File: config.mk
export PLATFORM = sky130hd
export DESIGN_NAME = rf_pulse_interval_capture_unit
export DESIGN_NICKNAME = d
export VERILOG_FILES = /design/src/hw/rtl/rpic_pkg.sv /design/src/hw/rtl/rf_pulse_interval_capture_unit.sv
export SDC_FILE = /design/constraint.sdc
export NUM_CORES = 1
export LEC_CHECK = 0
export BUFFER_PORTS_ARGS = -buffer_cell sky130_fd_sc_hd__buf_2
export CORE_ASPECT_RATIO = 0.8
export CORE_MARGIN = 2
export CORE_UTILIZATION = 28
export CTS_BUF_LIST = sky130_fd_sc_hd__clkbuf_4 sky130_fd_sc_hd__clkbuf_8 sky130_fd_sc_hd__clkbuf_16
export DETAILED_ROUTE_END_ITERATION = 12
export GPL_ROUTABILITY_DRIVEN = 0
export PLACE_DENSITY_LB_ADDON = 0.12
export SLEW_MARGIN = 20
export SYNTH_ARGS = -nofsm -noshare
export SYNTH_HDL_FRONTEND = slang
export SYNTH_SLANG_ARGS = --single-unit
File: constraint.sdc
create_clock -name clk -period 4.6 [get_ports clk]
set_input_delay 0.92 -clock clk [delete_from_list [all_inputs] [get_ports clk]]
set_output_delay 0.92 -clock clk [all_outputs]
set_load 0.02 [all_outputs]
File: src/hw/rtl/rpic_pkg.sv
// ----------------------------------------------------------------------------
// rpic_pkg
// Shared types and constants for the RF pulse interval capture unit: phase
// codes, completion causes, configuration register indexes and defaults.
// ----------------------------------------------------------------------------
package rpic_pkg;

  // Default sizing
  localparam int unsigned BUFFER_DEPTH_DEF = 256;
  localparam int unsigned COUNT_WIDTH_DEF  = 16;

  // Configuration register indexes
  localparam logic [0:0] CFG_START_SILENCE = 1'b0;
  localparam logic [0:0] CFG_STOP_SILENCE  = 1'b1;

  // Configuration register reset values
  localparam logic [15:0] START_SILENCE_RST = 16'd10000;
  localparam logic [15:0] STOP_SILENCE_RST  = 16'd10000;

  // Grab phase
  typedef enum logic [2:0] {
    PH_IDLE    = 3'd0,
    PH_WAIT    = 3'd1,
    PH_UNARMED = 3'd2,
    PH_ARMED   = 3'd3,
    PH_DONE    = 3'd4
  } phase_t;

  // Completion cause
  typedef enum logic [1:0] {
    CAUSE_NONE    = 2'd0,
    CAUSE_FULL    = 2'd1,
    CAUSE_TIMEOUT = 2'd2
  } cause_t;

endpackage

File: src/hw/rtl/rf_pulse_interval_capture_unit.sv
// ----------------------------------------------------------------------------
// rf_pulse_interval_capture_unit
// Edge-to-edge interval recorder for a received RF line, one timer tick or
// start command per input transfer, one result per input transfer.
// ----------------------------------------------------------------------------
// Usage:
//   Input channel (in_valid / in_stall, cmd, rx_level): each transfer is either
//   a start command (cmd = 1) or one prescaled timer tick with the receiver
//   level. Output channel (out_valid / out_stall): exactly one result per input
//   transfer, in order: captured interval with its buffer index, completion
//   flag and cause, and the phase after the item.
//   Configuration: cfg_we writes cfg_data into the silence limit selected by
//   cfg_index; write only while no item is in flight.
//   Each item passes through the input register, then the result register, and
//   its result leaves the result register when out_stall is low. Throughput:
//   one item per cycle while out_stall does not hold a full result register;
//   the counter, edge compare and cursor update fit in the one stage between
//   the input register and the result register.
//   Reset (rst, synchronous): both channels empty, phase idle, counter and
//   cursor cleared, rising edge expected, limits back to 10000 ticks.
//   Stall: when out_stall holds a full result register, the input register
//   keeps its item and in_stall rises; with out_stall low, a new item is taken
//   every cycle even while a result is waiting to leave.
// ----------------------------------------------------------------------------
module rf_pulse_interval_capture_unit #(
  parameter int unsigned BUFFER_DEPTH = rpic_pkg::BUFFER_DEPTH_DEF,
  parameter int unsigned COUNT_WIDTH  = rpic_pkg::COUNT_WIDTH_DEF
) (
  input  logic        clk,
  input  logic        rst,
  // configuration
  input  logic        cfg_we,
  input  logic [0:0]  cfg_index,
  input  logic [15:0] cfg_data,
  // input channel
  input  logic        in_valid,
  output logic        in_stall,
  input  logic        cmd,
  input  logic        rx_level,
  // output channel
  output logic        out_valid,
  input  logic        out_stall,
  output logic        sample_valid,
  output logic [7:0]  sample_index,
  output logic [15:0] interval_ticks,
  output logic        done_res,
  output logic [1:0]  done_cause,
  output logic [2:0]  phase_out
);
  import rpic_pkg::*;

  localparam int unsigned CUR_W = $clog2(BUFFER_DEPTH);

  // Configuration
  logic [15:0] start_silence;
  logic [15:0] stop_silence;

  // Input register
  logic s1_valid;
  logic s1_cmd;
  logic s1_lvl;

  // Grab state
  phase_t                 phase, phase_next;
  logic [COUNT_WIDTH-1:0] tick_count, count_next;
  logic                   expect_rising, expect_next;
  logic                   last_level;
  logic [CUR_W-1:0]       write_cursor, cursor_next;

  // Result of the current item
  logic        r_sample;
  logic [7:0]  r_idx;
  logic [15:0] r_ival;
  logic        r_done;
  cause_t      r_cause;

  // Handshake control
  logic out_free;
  logic s2_go;
  logic accept;

  logic                   edge_hit;
  logic                   active;
  logic [COUNT_WIDTH-1:0] count_inc;
  logic [15:0]            limit;
  logic                   limit_hit;
  logic                   cursor_last;

  assign out_free = !out_valid || !out_stall;
  assign s2_go    = s1_valid && out_free;
  assign in_stall = s1_valid && !out_free;
  assign accept   = in_valid && !in_stall;

  // Write configuration registers
  always_ff @(posedge clk) begin
    if (rst) begin
      start_silence <= START_SILENCE_RST;
      stop_silence  <= STOP_SILENCE_RST;
    end else if (cfg_we) begin
      case (cfg_index)
        CFG_START_SILENCE: start_silence <= cfg_data;
        CFG_STOP_SILENCE:  stop_silence  <= cfg_data;
        default: ;
      endcase
    end
  end

  // Input register: load on transfer, drop when passed on
  always_ff @(posedge clk) begin
    if (rst) begin
      s1_valid <= 1'b0;
    end else if (accept) begin
      s1_valid <= 1'b1;
    end else if (s2_go) begin
      s1_valid <= 1'b0;
    end
  end

  always_ff @(posedge clk) begin
    if (accept) begin
      s1_cmd <= cmd;
      s1_lvl <= rx_level;
    end
  end

  // Edge and limit detection
  assign edge_hit    = expect_rising ? (!last_level && s1_lvl) : (last_level && !s1_lvl);
  assign active      = (phase == PH_WAIT) || (phase == PH_UNARMED) || (phase == PH_ARMED);
  assign count_inc   = tick_count + 1'b1;
  assign limit       = (phase == PH_WAIT) ? start_silence : stop_silence;
  assign limit_hit   = 32'(count_inc) >= 32'(limit);
  assign cursor_last = write_cursor == CUR_W'(BUFFER_DEPTH - 1);

  // Next grab state and result
  always_comb begin
    phase_next  = phase;
    count_next  = tick_count;
    expect_next = expect_rising;
    cursor_next = write_cursor;
    r_sample    = 1'b0;
    r_idx       = '0;
    r_ival      = '0;
    r_done      = 1'b0;
    r_cause     = CAUSE_NONE;
    if (s1_cmd) begin
      phase_next  = PH_WAIT;
      count_next  = '0;
      cursor_next = '0;
      expect_next = 1'b1;
    end else if (active) begin
      if (edge_hit) begin
        count_next  = '0;
        expect_next = !expect_rising;
        if (phase != PH_WAIT) begin
          r_sample = 1'b1;
          r_idx    = 8'(write_cursor);
          r_ival   = 16'(tick_count);
          if (cursor_last) begin
            phase_next = PH_DONE;
            r_done     = 1'b1;
            r_cause    = CAUSE_FULL;
          end else begin
            cursor_next = write_cursor + 1'b1;
            phase_next  = PH_ARMED;
          end
        end
      end else begin
        count_next = count_inc;
        if (limit_hit) begin
          count_next = '0;
          if (phase == PH_WAIT) begin
            if (!s1_lvl) begin
              phase_next = PH_UNARMED;
            end
          end else if (phase == PH_ARMED) begin
            phase_next = PH_DONE;
            r_done     = 1'b1;
            r_cause    = CAUSE_TIMEOUT;
          end
        end
      end
    end
  end

  // Advance grab state once per item
  always_ff @(posedge clk) begin
    if (rst) begin
      phase         <= PH_IDLE;
      tick_count    <= '0;
      expect_rising <= 1'b1;
      last_level    <= 1'b0;
      write_cursor  <= '0;
    end else if (s2_go) begin
      phase         <= phase_next;
      tick_count    <= count_next;
      expect_rising <= expect_next;
      last_level    <= s1_lvl;
      write_cursor  <= cursor_next;
    end
  end

  // Result register
  always_ff @(posedge clk) begin
    if (rst) begin
      out_valid <= 1'b0;
    end else if (s2_go) begin
      out_valid <= 1'b1;
    end else if (!out_stall) begin
      out_valid <= 1'b0;
    end
  end

  always_ff @(posedge clk) begin
    if (s2_go) begin
      sample_valid   <= r_sample;
      sample_index   <= r_idx;
      interval_ticks <= r_ival;
      done_res       <= r_done;
      done_cause     <= r_cause;
      phase_out      <= phase_next;
    end
  end

endmodule

**Yosys cells after proc, flatten, opt, wreduce, memory -nomap -nowiden**

Index checks and enable logic that the tools add are counted.

- Register bits after elaboration: 96
- Output and inout port bits: 33
- Word-level logic and storage cells: 98

- Add/sub/neg operators: 2
- Order comparisons: 1
- Equality and inequality tests: 7
- Muxes and demuxes: 40
- Bitwise gates (word level): 4
- Reductions and logical operators: 27

Operators with widths:

| operator | count |
|---|---|
| 16-bit two-way mux | 5 |
| 8-bit two-way mux | 5 |
| 3-bit two-way mux | 9 |
| 1-bit two-way mux | 17 |
| 16-bit by 1-bit adder with 16-bit output, second input constant | 1 |
| 16-bit greater-or-equal comparator | 1 |
| 8-bit by 1-bit adder with 8-bit output, second input constant | 1 |
| 8-bit equality test, second input constant | 1 |
| 2-bit two-way mux | 4 |
| 2-bit nonzero test | 4 |
| 1-bit zero test | 7 |
| 3-bit by 2-bit equality test with 1-bit output, second input constant | 2 |
| 2-bit AND reduction | 3 |
| 1-bit logical AND | 5 |
| 5-bit AND reduction | 1 |
| 1-bit inverter | 4 |
| 4-bit OR reduction | 1 |
| 3-bit by 1-bit equality test with 1-bit output, second input constant | 1 |
| 1-bit logical OR | 3 |
| 3-bit by 1-bit != test with 1-bit output, second input constant | 1 |
| 3-bit AND reduction | 1 |
| 3-bit OR reduction | 1 |
| 2-bit by 1-bit != test with 1-bit output, second input constant | 1 |
| 2-bit != test, second input constant | 1 |
| 2-bit OR reduction | 1 |

**Logic depth before layout (Yosys ltp)**

- Word-level depth: 7
- Depth in mapped cells: 14

**Worst setup path before layout**

OpenSTA, ideal clock, no wires.

- Kind: flip-flop to flip-flop
- From: register phase[2]
- To: register phase_out[1], data pin
- Setup time: 271 ps
- Arrival time: 3023 ps
- Path slack: 1306 ps
- Cell stages (with the launch flop): 14
- Path buffers: 2
- Period minus slack after synthesis: 3294 ps
- Cell sequence: dfxtp_1 buf_2 inv_1 nand2_1 nor2_2 buf_2 mux2i_1 ha_1 a21o_1 a21o_1 a2111o_1 a21oi_2 mux2i_1 o22ai_1

- Longest elaborated chain between the ends: 7

Ends and longest elaborated chain:

| what | line | source |
|---|---|---|
| start, declared | rf_pulse_interval_capture_unit.sv:64 | `phase_t phase, phase_next;` |
| start signal, assigned | rf_pulse_interval_capture_unit.sv:194 | `phase <= phase_next;` |
| 3-bit by 1-bit equality test with 1-bit output or 3-bit by 2-bit equality test with 1-bit output (tied branches) | - |  |
| 16-bit two-way mux or 3-bit two-way mux (tied branches) | rf_pulse_interval_capture_unit.sv:130, rf_pulse_interval_capture_unit.sv:175 |  |
| 16-bit greater-or-equal comparator or 3-bit two-way mux (tied branches) | rf_pulse_interval_capture_unit.sv:131, rf_pulse_interval_capture_unit.sv:171 |  |
| 3-bit two-way mux | rf_pulse_interval_capture_unit.sv:169 | `if (limit_hit) begin` |
| 3-bit two-way mux | rf_pulse_interval_capture_unit.sv:151 | `if (edge_hit) begin` |
| 3-bit two-way mux * | rf_pulse_interval_capture_unit.sv:150 | `end else if (active) begin` |
| 3-bit two-way mux * | rf_pulse_interval_capture_unit.sv:145 | `if (s1_cmd) begin` |
| via phase_next[1] | rf_pulse_interval_capture_unit.sv:64 |  |
| end signal, assigned | rf_pulse_interval_capture_unit.sv:220 | `phase_out <= phase_next;` |
| end, declared | rf_pulse_interval_capture_unit.sv:48 | `output logic [2:0] phase_out` |

The timed path passes the listed nets; every way through them passes the cells marked *.
A chain may end at the register's enable or synchronous reset.

**Worst setup path in the final report**

- From: register tick_count[0]
- To: register tick_count[2]

- Longest elaborated chain between the ends: 6

Ends and longest elaborated chain:

| what | line | source |
|---|---|---|
| start, declared | rf_pulse_interval_capture_unit.sv:65 | `logic [COUNT_WIDTH-1:0] tick_count, count_next;` |
| start signal, assigned | rf_pulse_interval_capture_unit.sv:195 | `tick_count <= count_next;` |
| 16-bit by 1-bit adder with 16-bit output * | rf_pulse_interval_capture_unit.sv:129 | `assign count_inc = tick_count + 1'b1;` |
| 16-bit greater-or-equal comparator | rf_pulse_interval_capture_unit.sv:131 | `assign limit_hit = 32'(count_inc) >= 32'(limit);` |
| 16-bit two-way mux * | rf_pulse_interval_capture_unit.sv:169 |  |
| 16-bit two-way mux * | rf_pulse_interval_capture_unit.sv:151 |  |
| 16-bit two-way mux * | rf_pulse_interval_capture_unit.sv:150 |  |
| 16-bit two-way mux * | rf_pulse_interval_capture_unit.sv:145 |  |

Every way passes the cells marked *; elsewhere a longest branch is shown, timed or not. The select of a mux whose other input is x is not followed.

==> out/metrics.yaml <==
powerDensity_nw_per_um2: 346.4
synth_cells: 482
synth-simple-area-share: 0.2320
drv_slew: 0
vdd_drop_max_v: 0.0001626
filler_cell_count: 1699
htreeDepth: 3
place_area_sq_um: 5130
ys_ff_latch: 96
grt_max_degree: 44
multi_input_area_sq_um: 2251
grtUsageTotal: 0.1302
drc_errors: 0
netlist.area_leader.share: 0.2723
path_class: "flip-flop to flip-flop"
placed_cells: 739
regArea_sq_um: 2252
drt_wl_total_mm: 10.84
drt-initial-drc-count: 187
stdcell_count: 755
tightest_slew_ns: 0.9960
async_reset_ff_frac: 0
relSlewSlack: 0.3359
final_cell_mix: "nand2_1 (90), dfxtp_1 (63), buf_2 (56)"
ctsHoldBuffers: 0
synth_ff_type: "dfxtp_1"
numClockSinks: 96
dpl.hpwl_mm: 7.728
cts_buffer_depth: 2
synth_top_area_cell: "dfxtp_1"
ant_nets: 0
ios: 57
viasPerCell: 4.612
netlist_top_cells_area: "dfxtp_1 (27%), edfxtp_1 (21%), nand2_1 (7.3%), ha_1 (4.9%), a21oi_1 (3.8%)"
synthAdderAreaFrac: 0.04862
yosysWarnings: 0
outcome: "complete, no violations"
synth.area.mux_share: 0.04430
cts.clk_slew.worst_paths_ns: 0.07
fin_crit_sh: 0.8210
end_kind: "flip-flop"
port_buffers: 56
cp_max_fo: 10
cts_buffers: 9
design_area_sq_um: 5458
ys_types: 58
grt_overflow: 0
clock-root-buffer: "clkbuf_16"
die_x_microns: 147.8
final_nets: 572
ctsResizeCount: 0
yosysSeqAreaShare: 0.4862
avgSynthCellArea_sq_um: 9.610
grt_setup_unrepaired: "no"
clk_latency_ns: 0.35
critPathRequiredTime_ns: 4.88
p_leak_nw: 2.051
wl_per_cell_microns: 14.36
first_pass_iters: 4
synth_top_family_by_area: "simple AND/OR/NAND/NOR gates"
mostFrequentLayoutCell: "nand2_1"
fin_util: 0.3339
finalHoldViolations: 0
clock_skew_ns: 0.008799
critPathLaunchType: "flip-flop"
final-setup-viol-count: 0
grt_pass1_vias: 3437
drive_gt1_frac: 0.2187
die_area_sq_um: 17590
antenna_cells: 0
fp.dieH_microns: 119.0
worstPathArrival_ns: 4.06
vias: 3482
antenna_found_initial: 0
maxCapViolCount: 0
hp-class: "flip-flop to flip-flop"
rrSetupSlack_ns: 0.82
grt_first_pass_wirelength_mm: 17.75
synth-xor-area-share: 0.02836
area_growth_pct: 17.83
cts_setup_buffers: 0
clock.fmax_mhz: 264.8
period_needed_ns: 3.777
hold_slack_ns: 0.4541
syn_area_sq_um: 4632
setup_tns_ns: 0
num_rows: 42
start_util: 0.2834
cts_tree: "yes"
synth-compound-area-share: 0.1316
core_sq_um: 16340
synth-edff-count: 33
syn_nets: 524
[state kept, by name, summed over array words and instances, names as in the netlist]
signal          cells
expect_rising       1
done_cause          2
out_valid           1
write_cursor        8
sample_valid        1
s1_cmd              1
stop_silence       16
done_res            1
start_silence      16
phase               3
sample_index        8
last_level          1
s1_lvl              1
interval_ticks     16
phase_out           3
tick_count         16
s1_valid            1
[critical path: stages, from the launching register on]
cell and delay [ns]:
dfxtp_1 0.48, nand4_1 0.30, nor3_1 0.38, a31oi_1 0.14
or2_2 0.31, ha_1 0.32, a21o_1 0.18, a21o_1 0.16
a2111o_1 0.46, a211oi_4 0.46, buf_4 0.29, o21ai_0 0.10
a21oi_1 0.12
[synth_stat cells (2+ instances only)]
library cell / n
nor4_1: 9
nand3_1: 19
nor3_1: 7
a21oi_1: 35
edfxtp_1: 33
inv_1: 5
and2_1: 23
ha_1: 18
mux2i_1: 16
buf_2: 4
nand3b_1: 2
clkbuf_1: 19
a31oi_1: 2
o21ai_1: 4
o21ai_0: 8
nor2_2: 11
o22a_1: 2
o21a_1: 2
nand2_1: 90
a211oi_1: 2
nand2b_1: 4
xnor2_1: 13
dfxtp_1: 63
xor2_1: 2
nor2_1: 26
nor2b_1: 9
mux2_2: 2
nand4_1: 7
a21o_1: 3
a22oi_2: 9
or2_2: 6
[layout make-up]
class	count	area share
Sequential cell	96	0.4127
Multi-Input combinational cell	355	0.4124
Clock inverter	7	0.01880
Clock buffer	9	0.04127
Timing Repair Buffer	63	0.06098
Tap cell	220	0.05044
Inverter	5	0.003439
[report_power, final]
group / switching, mW / total (mW) / internal, mW
Sequential: 0.0161 / 0.922 / 0.906
Combinational: 0.0986 / 0.150 / 0.0513
Clock: 0.337 / 0.819 / 0.482
[final timing paths]
kind                                      start               to  cells after the start
worst min-delay path            stop_silence[5]  stop_silence[5]                      2
worst max-delay path              tick_count[0]    tick_count[2]                     12
worst min register to register  stop_silence[5]  stop_silence[5]                      2
worst max register to register    tick_count[0]    tick_count[2]                     12
[through the flow]
stage / setup slack, ns / power [mW]
detailed placement: 0.8163 / 1.095
CTS: 0.7983 / 1.924
global route: 0.5125 / 1.977
global placement: 0.9200 / 1.091
floorplan: 1.306 / 1.039
finish: 0.8233 / 1.891
[per-layer routing]
layer  track usage  routed length (microns)  vias up
li1              -                        -     1780
met4       0.04688                      164        0
met2        0.1977                     4879       53
met3       0.03487                      407       12
met5             0                        0        -
met1        0.1781                     5390     1637
[cells by family (layout without fill, tap and decap cells)]
kind of cell | after synthesis | after routing
fa+ha+maj | 18 | 18
compound gates | 83 | 83
flops | 96 | 96
simple gates | 220 | 220
buf+inv | 31 | 84
mux | 19 | 19
xor+xnor | 15 | 15
Power figures use the tool's default switching activity.
